`src/rtl/tiled_slot_occupancy_map_defines.svh`:
```
// Assertion macros for the occupancy map RTL.
`ifndef TILED_SLOT_OCCUPANCY_MAP_DEFINES_SVH
`define TILED_SLOT_OCCUPANCY_MAP_DEFINES_SVH

// Same-cycle implication, checked outside reset.
`define TSOM_ASSERT_NOW(label, clk, rst_n, ante, cons) \
    label: assert property (@(posedge clk) disable iff (!rst_n) (ante) |-> (cons)) \
        else $error("tsom check failed");

// Next-cycle implication, checked outside reset.
`define TSOM_ASSERT_NEXT(label, clk, rst_n, ante, cons) \
    label: assert property (@(posedge clk) disable iff (!rst_n) (ante) |=> (cons)) \
        else $error("tsom check failed");

`endif

```
`src/rtl/tsom_pkg.sv`:
```
// Types and constants of the tiled slot occupancy map.
package tsom_pkg;

    localparam int SLOT_W      = 8;
    localparam int OWNER_W     = 8;
    localparam int POS_W       = 4;
    localparam int WALK_W      = 5;
    localparam int IN_TDATA_W  = 32;
    localparam int OUT_TDATA_W = 16;

    typedef enum logic [2:0] {
        OP_RESET   = 3'd0,
        OP_RELEASE = 3'd1,
        OP_FIND    = 3'd2,
        OP_MARK    = 3'd3,
        OP_CURSOR  = 3'd4
    } t_op;

    // Walker control from the sequencer.
    typedef struct packed {
        logic             start;
        logic             advance;
        logic [POS_W-1:0] col;
        logic [POS_W-1:0] row;
    } t_walk_ctl;

    // Walker status back to the sequencer.
    typedef struct packed {
        logic              done;
        logic [SLOT_W-1:0] idx;
    } t_walk_sts;

endpackage

```
`src/rtl/tsom_ram.sv`:
```
// Occupancy byte memory: one write port, one registered read port.
module tsom_ram (
    input  logic                       i_clk,
    input  logic                       i_we,
    input  logic [tsom_pkg::SLOT_W-1:0]  i_waddr,
    input  logic [tsom_pkg::OWNER_W-1:0] i_wdata,
    input  logic [tsom_pkg::SLOT_W-1:0]  i_raddr,
    output logic [tsom_pkg::OWNER_W-1:0] o_rdata
);
    import tsom_pkg::*;

    localparam int Depth = 1 << SLOT_W;

    logic [OWNER_W-1:0] r_mem [Depth];
    logic [OWNER_W-1:0] r_rdata;

    always_ff @(posedge i_clk) begin
        if (i_we) begin
            r_mem[i_waddr] <= i_wdata;
        end
        r_rdata <= r_mem[i_raddr];
    end

    assign o_rdata = r_rdata;

endmodule

```
`src/rtl/tsom_walk.sv`:
```
// Tile-order scan walker: produces one slot index per advance, 256 at most.
module tsom_walk (
    input  logic                i_clk,
    input  logic                i_rst_n,
    input  tsom_pkg::t_walk_ctl i_ctl,
    output tsom_pkg::t_walk_sts o_sts
);
    import tsom_pkg::*;

    logic [WALK_W-1:0] r_col;
    logic [WALK_W-1:0] r_row;
    logic [SLOT_W:0]   r_cnt;
    logic [WALK_W-1:0] n_col;
    logic [WALK_W-1:0] n_row;

    // One scan step; rows reaching 15 jump to 16, so row 15 is only seen at start.
    always_comb begin
        n_col = r_col + WALK_W'(1);
        n_row = r_row;
        if (n_col[1:0] == 2'b00) begin
            n_row = n_row + WALK_W'(1);
            if (n_row >= WALK_W'(15)) begin
                n_row = WALK_W'(16);
            end
            if (n_row[1:0] == 2'b00) begin
                n_row = n_row - WALK_W'(4);
            end else begin
                n_col = n_col - WALK_W'(4);
            end
            if (n_col >= WALK_W'(16)) begin
                n_row = n_row + WALK_W'(4);
                n_col = '0;
                if (n_row >= WALK_W'(16)) begin
                    n_row = '0;
                end
            end
        end
    end

    always_ff @(posedge i_clk) begin
        if (!i_rst_n) begin
            r_cnt <= {1'b1, {SLOT_W{1'b0}}};
        end else if (i_ctl.start) begin
            r_col <= {1'b0, i_ctl.col};
            r_row <= {1'b0, i_ctl.row};
            r_cnt <= '0;
        end else if (i_ctl.advance && !r_cnt[SLOT_W]) begin
            r_col <= n_col;
            r_row <= n_row;
            r_cnt <= r_cnt + (SLOT_W+1)'(1);
        end
    end

    assign o_sts.done = r_cnt[SLOT_W];
    assign o_sts.idx  = {r_row[POS_W-1:0], r_col[POS_W-1:0]};

endmodule

```
`src/rtl/tiled_slot_occupancy_map.sv`:
```
// Top level of the tiled slot occupancy map: stream ports and the operation sequencer.
`include "tiled_slot_occupancy_map_defines.svh"

// A 256-slot byte map (16 by 16 grid, 0 = free, owner+1 = held) lives in one
// synchronous RAM with a registered read. Each input beat carries one operation
// and yields exactly one output beat. Mark, set cursor and unused codes go
// straight to the result; reset sweeps the RAM one slot per cycle; release
// reads and writes back one slot per cycle; find walks 4x4 tiles one slot per
// cycle from the cursor and stops at the first free slot or at the end of its
// walk. After i_rst_n the block runs the same clearing pass before it takes
// its first beat. The RAM port (one read and one write per cycle) sets these
// rates. A new beat is taken once the previous operation has finished, even
// while its result still waits in the output register.
module tiled_slot_occupancy_map (
    input  logic                              i_clk,
    input  logic                              i_rst_n,
    input  logic                              i_s_tvalid,
    output logic                              o_s_tready,
    // [2:0] operation, [10:3] owner, [18:11] slot, [22:19] start_col,
    // [26:23] start_row, [31:27] zero
    input  logic [tsom_pkg::IN_TDATA_W-1:0]   i_s_tdata,
    output logic                              o_m_tvalid,
    input  logic                              i_m_tready,
    // [0] found, [8:1] free_slot, [15:9] zero
    output logic [tsom_pkg::OUT_TDATA_W-1:0]  o_m_tdata
);
    import tsom_pkg::*;

    typedef enum logic [2:0] {
        S_CLEAR,
        S_IDLE,
        S_REL,
        S_FIND,
        S_RESULT
    } t_state;

    t_state              r_state;
    logic [SLOT_W:0]     r_cnt;        // clear / release slot counter
    logic                r_clr_res;    // clearing pass was requested by a beat
    logic                r_p_vld;      // read data of r_p_idx arrives this cycle
    logic [SLOT_W-1:0]   r_p_idx;
    logic [OWNER_W:0]    r_owner_p1;   // owner+1, kept 9 bits so owner 255 never matches
    logic [POS_W-1:0]    r_cur_col;
    logic [POS_W-1:0]    r_cur_row;
    logic                r_res_found;
    logic [SLOT_W-1:0]   r_res_slot;
    logic                r_out_valid;
    logic                r_out_found;
    logic [SLOT_W-1:0]   r_out_slot;

    logic                w_acc;
    t_op                 w_op;
    logic [OWNER_W-1:0]  w_owner;
    logic [SLOT_W-1:0]   w_slot;
    logic [POS_W-1:0]    w_scol;
    logic [POS_W-1:0]    w_srow;
    logic                w_we;
    logic [SLOT_W-1:0]   w_waddr;
    logic [OWNER_W-1:0]  w_wdata;
    logic [SLOT_W-1:0]   w_raddr;
    logic [OWNER_W-1:0]  w_rdata;
    logic                w_hit;
    logic                w_out_load;
    t_walk_ctl           w_walk_ctl;
    t_walk_sts           w_walk_sts;

    // Unpack the input beat.
    assign w_op    = t_op'(i_s_tdata[2:0]);
    assign w_owner = i_s_tdata[10:3];
    assign w_slot  = i_s_tdata[18:11];
    assign w_scol  = i_s_tdata[22:19];
    assign w_srow  = i_s_tdata[26:23];

    assign o_s_tready = (r_state == S_IDLE);
    assign w_acc      = i_s_tvalid && o_s_tready;

    // Find hit: the slot read last cycle is free.
    assign w_hit = r_p_vld && (w_rdata == '0);

    // Move a finished result into the output register once it is free.
    assign w_out_load = (r_state == S_RESULT) && (!r_out_valid || i_m_tready);

    // Walker: load the cursor on a find beat, step while scanning.
    assign w_walk_ctl.start   = w_acc && (w_op == OP_FIND);
    assign w_walk_ctl.advance = (r_state == S_FIND) && !w_walk_sts.done;
    assign w_walk_ctl.col     = r_cur_col;
    assign w_walk_ctl.row     = r_cur_row;

    // RAM write port: clearing sweep, release write-back, or mark.
    always_comb begin
        w_we    = 1'b0;
        w_waddr = r_cnt[SLOT_W-1:0];
        w_wdata = '0;
        if (r_state == S_CLEAR) begin
            w_we = 1'b1;
        end else if (r_state == S_REL && r_p_vld && ({1'b0, w_rdata} == r_owner_p1)) begin
            w_we    = 1'b1;
            w_waddr = r_p_idx;
        end else if (w_acc && w_op == OP_MARK) begin
            w_we    = 1'b1;
            w_waddr = w_slot;
            w_wdata = w_owner + OWNER_W'(1);
        end
    end

    // Release walks the map in index order; find follows the tile walker.
    assign w_raddr = (r_state == S_REL) ? r_cnt[SLOT_W-1:0] : w_walk_sts.idx;

    tsom_ram u_ram (
        .i_clk   (i_clk),
        .i_we    (w_we),
        .i_waddr (w_waddr),
        .i_wdata (w_wdata),
        .i_raddr (w_raddr),
        .o_rdata (w_rdata)
    );

    tsom_walk u_walk (
        .i_clk   (i_clk),
        .i_rst_n (i_rst_n),
        .i_ctl   (w_walk_ctl),
        .o_sts   (w_walk_sts)
    );

    always_ff @(posedge i_clk) begin
        if (!i_rst_n) begin
            r_state     <= S_CLEAR;
            r_cnt       <= '0;
            r_clr_res   <= 1'b0;
            r_p_vld     <= 1'b0;
            r_cur_col   <= '0;
            r_cur_row   <= '0;
            r_res_found <= 1'b0;
            r_res_slot  <= '0;
            r_out_valid <= 1'b0;
        end else begin
            // Load a finished result, or drop the output beat once taken.
            if (w_out_load) begin
                r_out_valid <= 1'b1;
            end else if (r_out_valid && i_m_tready) begin
                r_out_valid <= 1'b0;
            end
            case (r_state)
                S_CLEAR: begin
                    r_cnt <= r_cnt + (SLOT_W+1)'(1);
                    if (r_cnt[SLOT_W-1:0] == '1) begin
                        r_state   <= r_clr_res ? S_RESULT : S_IDLE;
                        r_clr_res <= 1'b0;
                    end
                end
                S_IDLE: begin
                    if (w_acc) begin
                        r_res_found <= 1'b0;
                        r_res_slot  <= '0;
                        r_p_vld     <= 1'b0;
                        case (w_op)
                            OP_RESET: begin
                                r_cur_col <= '0;
                                r_cur_row <= '0;
                                r_cnt     <= '0;
                                r_clr_res <= 1'b1;
                                r_state   <= S_CLEAR;
                            end
                            OP_RELEASE: begin
                                r_owner_p1 <= {1'b0, w_owner} + (OWNER_W+1)'(1);
                                r_cnt      <= '0;
                                r_state    <= S_REL;
                            end
                            OP_FIND: begin
                                r_state <= S_FIND;
                            end
                            OP_CURSOR: begin
                                r_cur_col <= w_scol;
                                r_cur_row <= w_srow;
                                r_state   <= S_RESULT;
                            end
                            default: begin
                                r_state <= S_RESULT;
                            end
                        endcase
                    end
                end
                S_REL: begin
                    // Read slot r_cnt, compare and write it back in the next cycle.
                    r_p_vld <= !r_cnt[SLOT_W];
                    r_p_idx <= r_cnt[SLOT_W-1:0];
                    if (!r_cnt[SLOT_W]) begin
                        r_cnt <= r_cnt + (SLOT_W+1)'(1);
                    end
                    if (r_cnt[SLOT_W] && r_p_vld) begin
                        r_state <= S_RESULT;
                    end
                end
                S_FIND: begin
                    r_p_idx <= w_walk_sts.idx;
                    if (w_hit) begin
                        r_res_found <= 1'b1;
                        r_res_slot  <= r_p_idx;
                        r_p_vld     <= 1'b0;
                        r_state     <= S_RESULT;
                    end else if (w_walk_sts.done && r_p_vld) begin
                        // Last of 256 walker positions checked, none free.
                        r_p_vld <= 1'b0;
                        r_state <= S_RESULT;
                    end else begin
                        r_p_vld <= !w_walk_sts.done;
                    end
                end
                S_RESULT: begin
                    // Hold until the output register is free.
                    if (w_out_load) begin
                        r_out_found <= r_res_found;
                        r_out_slot  <= r_res_slot;
                        r_state     <= S_IDLE;
                    end
                end
                default: begin
                    r_state <= S_IDLE;
                end
            endcase
        end
    end

    assign o_m_tvalid = r_out_valid;
    assign o_m_tdata  = {(OUT_TDATA_W-SLOT_W-1)'(0), r_out_slot, r_out_found};

    // A free slot seen during a find is reported as found next cycle.
    `TSOM_ASSERT_NEXT(a_find_hit, i_clk, i_rst_n,
        (r_state == S_FIND) && w_hit, (r_state == S_RESULT) && r_res_found)

    // While idle, only a mark beat may write the map.
    `TSOM_ASSERT_NOW(a_idle_write, i_clk, i_rst_n,
        (r_state == S_IDLE) && w_we, w_acc && (w_op == OP_MARK))

    // A result leaving the sequencer always lands in the output register.
    `TSOM_ASSERT_NEXT(a_result_load, i_clk, i_rst_n,
        (r_state == S_RESULT) && (!r_out_valid || i_m_tready),
        r_out_valid && (r_state == S_IDLE))

endmodule
```
`config.mk`:
```
export PLATFORM = sky130hd
export DESIGN_NAME = tiled_slot_occupancy_map
export DESIGN_NICKNAME = d
export VERILOG_FILES = /design/src/rtl/tsom_pkg.sv /design/src/rtl/tsom_ram.sv /design/src/rtl/tsom_walk.sv /design/src/rtl/tiled_slot_occupancy_map.sv
export VERILOG_INCLUDE_DIRS = /design/src /design/src/rtl
export SDC_FILE = /design/constraint.sdc
export NUM_CORES = 2
export LEC_CHECK = 0
export BUFFER_PORTS_ARGS = -buffer_cell sky130_fd_sc_hd__buf_4
export CAP_MARGIN = 20
export CORE_ASPECT_RATIO = 0.9
export CORE_MARGIN = 2
export CORE_UTILIZATION = 35
export CTS_BUF_LIST = sky130_fd_sc_hd__clkbuf_2 sky130_fd_sc_hd__clkbuf_4 sky130_fd_sc_hd__clkbuf_8
export DETAILED_ROUTE_END_ITERATION = 12
export PLACE_DENSITY = 0.61
export SLEW_MARGIN = 20
export SYNTH_ARGS = -nofsm -noshare
export SYNTH_HDL_FRONTEND = slang
export SYNTH_SLANG_ARGS = --single-unit
```
`constraint.sdc`:
```
create_clock -name i_clk -period 20.4 [get_ports i_clk]
set_clock_uncertainty 0.1 [all_clocks]
set_input_delay 4.08 -clock i_clk [delete_from_list [all_inputs] [get_ports i_clk]]
set_output_delay 4.08 -clock i_clk [all_outputs]
set_load 0.1 [all_outputs]
```
# ---- Word-level counts from Yosys, hierarchy flattened
# Memories as Yosys holds them, arrays and structs flattened. A register that Yosys moved wholly into a read port is not among the register bits.
# Cells that the tools add are included.
dict set report word_totals {
  register_bits 77
  ramBits 2048
  in_bits 36
  mem_count 1
  word_cells 157
}
# memory words width rd rd_clocked_by_memory_dff write_ports line
set memory_table {}
lappend memory_table {u_ram.r_mem 256 8 1 1 1 tsom_ram.sv:14} ;# logic [OWNER_W-1:0] r_mem [Depth];
dict set report op_classes {
  add_sub_neg 9
  magnitude_cmp 3
  reduce_logical 44
  muxes 60
  n_eq_ne 19
  n_bitwise 1
}
# operator n
set op_table {}
lappend op_table {{2-to-1 mux 8 bit} 9}
lappend op_table {{2-to-1 mux 5 bit} 13}
lappend op_table {{2-to-1 mux 9 bit} 5}
lappend op_table {{one-hot mux 8 bit (2 select lines)} 2}
lappend op_table {{one-hot mux 9 bit (3 select lines)} 1}
lappend op_table {{2-to-1 mux 3 bit} 7}
lappend op_table {{adder 9 x 1 -> 9 bit (second input constant)} 2}
lappend op_table {{one-hot mux 4 bit (2 select lines)} 2}
lappend op_table {{one-hot mux 3 bit (5 select lines)} 1}
lappend op_table {{AND reduction 3 bit} 5}
lappend op_table {{2-to-1 mux 1 bit} 14}
lappend op_table {{nonzero test 2 bit} 7}
lappend op_table {{== test 3 x 2 -> 1 bit (second input constant)} 4}
lappend op_table {{logical AND 1 bit} 12}
lappend op_table {{AND reduction 4 bit} 3}
lappend op_table {{adder 5 x 1 -> 5 bit (second input constant)} 2}
lappend op_table {{>= comparator 5 bit (second input constant)} 2}
lappend op_table {{subtractor 5 x 3 -> 5 bit (second input constant)} 2}
lappend op_table {{adder 8 x 1 -> 9 bit (second input constant)} 1}
lappend op_table {{== test 8 x 9 -> 1 bit} 1}
lappend op_table {{one-hot mux 3 bit (3 select lines)} 1}
lappend op_table {{adder 8 x 1 -> 8 bit (second input constant)} 1}
lappend op_table {{== test 8 bit (second input constant)} 1}
lappend op_table {{zero test 8 bit} 1}
lappend op_table {{19 further kinds} 37}

# ---- Depth between registers and ports, before layout
dict set report depth {
  word_depth 14
  mapped_depth 16
  depth_no_buf 10
}

# ---- Modules after synthesis
# From an unflattened synthesis, not the netlist that was laid out.
dict set report unflattened {
  cells_unflattened 4171
  area_unflattened_um2 83888.0
}
# mod cells_each seq_area_each_um2 area_per_inst_um2 n_inst
set by_module_without_submodules {}
lappend by_module_without_submodules {tsom_ram 3733 61659.1 79556.3 1}
lappend by_module_without_submodules {tiled_slot_occupancy_map 307 1421.4 3059.2 1}
lappend by_module_without_submodules {tsom_walk 131 480.5 1272.5 1}

# ---- Least setup slack after synthesis
# OpenSTA, ideal clock, no wires.
dict set report synth_timing {
  kind {input to register}
  from {input port i_s_tvalid}
  to {memory u_ram.r_mem[0][0] (data pin)}
  n_path_buf 2
  slack_ns 8.275
  required_ns 18.907
  arrival_time_ns 10.632
  cell_stages 5
  path_cell_list {nand4bb_1 clkbuf_1 nand4bb_1 clkbuf_1 nor2_1}
}
dict set report synth_between {
  elab_chain_len 5
}
# item line
set synth_rtl {}
lappend synth_rtl {{start: declaration} tiled_slot_occupancy_map.sv:17} ;# input logic i_s_tvalid,
lappend synth_rtl {{logical AND 1 bit} tiled_slot_occupancy_map.sv:75} ;# assign w_acc = i_s_tvalid && o_s_tready;
lappend synth_rtl {{logical AND 1 bit} tiled_slot_occupancy_map.sv:99} ;# end else if (w_acc && w_op == OP_MARK) begin
lappend synth_rtl {{2-to-1 mux 8 bit} tiled_slot_occupancy_map.sv:99}
lappend synth_rtl {{2-to-1 mux 8 bit} tiled_slot_occupancy_map.sv:96} ;# end else if (r_state == S_REL && r_p_vld && ({1'b0, w_rdata} == r_owner_p1)) begin
lappend synth_rtl {{2-to-1 mux 8 bit} tiled_slot_occupancy_map.sv:94} ;# if (r_state == S_CLEAR) begin
lappend synth_rtl {{named net u_ram.i_wdata, one bit} tsom_ram.sv:6} ;# input logic [tsom_pkg::OWNER_W-1:0] i_wdata,
lappend synth_rtl {{end: declaration} tsom_ram.sv:14}
# The timed path passes the listed nets, and every way through them passes these cells.

# ---- Final worst setup path
dict set report layout_timing {
  from {input port i_s_tvalid}
  to {memory u_ram.r_mem[185][6], enable pin}
}
dict set report layout_between {
  elab_chain_len 7
  word_cells_on_any_way 10
  cone_classes {mux: 8; reduce/logical: 2}
}
# item line
set layout_rtl {}
lappend layout_rtl {{logical AND 1 bit (*)} tiled_slot_occupancy_map.sv:75}
lappend layout_rtl {{logical AND 1 bit (*)} tiled_slot_occupancy_map.sv:99}
lappend layout_rtl {{2-to-1 mux 1 bit} tiled_slot_occupancy_map.sv:99}
lappend layout_rtl {{2-to-1 mux 1 bit} tiled_slot_occupancy_map.sv:96}
lappend layout_rtl {{2-to-1 mux 1 bit} tiled_slot_occupancy_map.sv:94}
lappend layout_rtl {{2-to-1 mux 1 bit} tsom_ram.sv:18} ;# if (i_we) begin
lappend layout_rtl {{2-to-1 mux 1 bit (implied by the code)} tsom_ram.sv:19} ;# r_mem[i_waddr] <= i_wdata;
# Every way passes the cells marked *; elsewhere a longest branch is shown, timed or not.

==> summary.txt <==
Synth
  – YS warnings: 0
  – Share of the synthesized area in the top cell type: 0.725
  – Post-synth EDFFs: 2084
  – Register area share after synthesis: 0.737
  – Dominant cells by area after synthesis: edfxtp_1 73%, nand2_1 6.3%, mux2i_1 4.1%
  – Unique masters post-synth: 81
  – Area leader, netlist: edfxtp_1
  – #FFs+latches synth: 2133
  – Most frequent cell after synthesis: edfxtp_1
  – Ys flop type: edfxtp_1
  – Synthesized area per cell: 13.7 um2
  – Asr flop ratio synth: 0
  – Commonest cells in the netlist: 2084 x edfxtp_1, 1457 x nand2_1, 563 x nand3_1
  – Synth Instances: 6289
  – Mapped cell area: 86300 um2

Worst hold path
  – Worst hold endpoint: r_out_found
  – Min-delay src: r_res_found
  – Hold path depth: 0
  – Worst min path class: flop to flop

Floorplanning
  – Core Area: 245000 um2
  – Rows: 172
  – Number of I/O pins: 54
  – Die width: 527 um
  – Initial core utilization: 0.353
  – Die area: 250000 um2
  – Die Y: 475 um

GRT
  – Vias in the first global route: 52400
  – GRT Overall Usage: 0.212
  – Total grt overflow: 0
  – Largest net degree at the start of global routing: 195
  – First-pass GRT wire length: 384 mm
  – Initial antenna violation count: 21

Worst setup path
  – Crit path capture type: flop
  – Crit start category: primary input
  – Crit-path cells: buf_4 -> nand4bb_1 -> nand4bb_1 -> nand2_1 -> nand2_1 -> mux2_2 -> nor2_4 -> nand3_2 -> nor2_1
  – CP max stage cell: nor2_1
  – Critical path buffers and inverters: 1
  – CP delay by family, top: simple AND/OR/NAND/NOR gates
  – Slowest stage delay, CP: 1.06 ns
  – RR Endpoint: u_ram.o_rdata[4]
  – Reg-to-Reg Start: r_state[2]
  – R2R Setup Slk: 13.15 ns
  – Worst r2r path cells: 12
  – Arr. time, crit path: 8.53 ns
  – Required @ worst endpoint: 20.98 ns
  – Setup CP Type: primary input to flop
  – Worst-path fanout max: 16

Clock tree
  – Root buffer cell: clkbuf_8
  – CTS tree: yes
  – TritonCTS sink count: 2133
  – Clock slew at reported path FFs: 0.06 ns
  – Clock tree buffer depth: 4
  – Post-CTS resize count: 0
  – Num CTS Buffers: 350
  – Post-CTS setup repair buffer count: 0
  – H-tree depth: 5
  – Clk_lat worst skew: 1.06 ns
  – Post-CTS Hold Buffers: 0

Routing
  – Average routed wire per standard cell: 27.6 um
  – Iter 0 DRT Violations: 8783
  – Post-route ant nets: 0
  – DR pass1 iterations: 6
  – Routed vias: 56200
  – DRC viols: 0
  – Routed WL: 274 mm
  – Vias per cell: 5.67

Placed design
  – RePlAce Congestion: 0.918
  – Worst slack, placed: 11.53 ns
  – Port bufs: 41
  – Cells after DPL: 9297
  – DP Wirelength: 164 mm
  – Cell Area, Placed: 90000 um2

Cells and area
  – Nets: 6476
  – Layout area overhead: 11.9%
  – Layout Cells excl Fill: 9913
  – Fillers: 22500
  – Fin area: 96500 um2
  – Fraction of layout cells with a size suffix above 1: 0.125

Outcome
  – Status: completed

Power
  – LEAKAGE: 30.5 nW
  – VDD IR max: 0.0000595 V
  – Pwr/cell area: 88.4 nW/um2

STA
  – Worst Slack Setup Final: 12.45 ns
  – Final setup TNS: 0 ns
  – Tcrit/Tclk final: 0.390
  – Final setup vio count: 0
  – Max-slew headroom: 0.175
  – Final hold vios: 0
  – Maximum clock rate: 126 MHz
  – Tmin final: 7.95 ns
  – RSZ-0062 raised after global routing: false
  – Final slew viol count: 0
  – Worst Tran Pin Value: 1.22 ns

Run
  – Maxcap violations: 0
-- layer usage --
layer,up-vias,GRT usage,part of all wire,wire (um)
met5,-,0,0.00057,155
met4,22,0.0887,0.041,11300
met3,569,0.0669,0.13,37000
met1,28100,0.299,0.40,110000
met2,3692,0.301,0.42,115000
li1,23800,-,-,-
-- where the power goes --
group          internal (mW)  leakage [nW]  switching, mW
sequential              4.77          15.9         0.0132
clock                   1.88          3.44           1.69
combinational         0.0356          11.2          0.147
-- state kept, by name (all words and copies together) (netlist names), 4 cells and up --
name           cells
u_ram.r_mem     2048
u_walk.r_row       5
r_cur_col          4
u_ram.o_rdata      8
r_p_idx            8
r_cur_row          4
r_owner_p1         9
r_out_slot         8
r_res_slot         8
u_walk.r_cnt       9
r_cnt              9
u_walk.r_col       5
-- logic make-up (layout without fill, tap and decap cells) --
family,count (synthesis),after routing,synth area share
AO/OA/AOI/OAI,632,632,0.0497
buffers and inverters,434,822,0.0255
other,1,18,0.0000435
AND/OR/NAND/NOR,2650,2650,0.135
adder cells (fa/ha/maj),8,8,0.00116
multiplexers,396,396,0.0488
XOR/XNOR,35,35,0.00355
flip-flops,2133,2133,0.737
-- area by class of cell --
| type | count | area [um2] | area share |
|---|---|---|---|
| clock inverters | 131 | 682 | 0.00706 |
| multi-input cells | 3728 | 20800 | 0.215 |
| clock buffers | 472 | 5790 | 0.0600 |
| diodes | 11 | 27.5 | 0.000285 |
| flip-flops and latches | 2133 | 63600 | 0.658 |
| repair buffers | 184 | 1530 | 0.0158 |
| inverters | 35 | 131 | 0.00136 |
| well taps | 3219 | 4030 | 0.0417 |
-- worst max path at each step --
stage,startpoint,end,depth (start not counted)
finish,i_s_tvalid,u_ram.r_mem[185][6],9
global route,i_s_tvalid,u_ram.r_mem[58][5],7
CTS,i_s_tvalid,u_ram.r_mem[58][5],7
detailed placement,i_s_tvalid,u_ram.r_mem[45][5],7
global placement,i_s_tvalid,u_ram.r_mem[21][7],9
floorplan,i_s_tvalid,u_ram.r_mem[0][0],5
-- metrics by stage --
step / power [mW] / utilization / hold WS, ns
2_1_floorplan: 4.96 / - / 0.308
3_3_place_gp: 5.04 / 0.368 / 0.315
3_5_place_dp: 5.05 / 0.368 / 0.322
4_1_cts: 8.55 / 0.394 / 0.333
5_1_grt: 8.75 / 0.394 / 0.344
6_report: 8.54 / 0.395 / 0.329
-- cells in the final DEF (no fill, tap or decap), types with 58 or more instances in the layout --
cell type     n
edfxtp_1   2084
nand2_1    1451
nand3_1     561
clkbuf_8    359
mux2i_1     350
nor2_1      320
buf_4       172
nand4_1     133
a31oi_1     117
clkbuf_4    114
a21oi_1     106
clkinv_1     82
o22ai_1      65
o21ai_0      60
a211oi_1     58
Power figures use the tool's default switching activity.
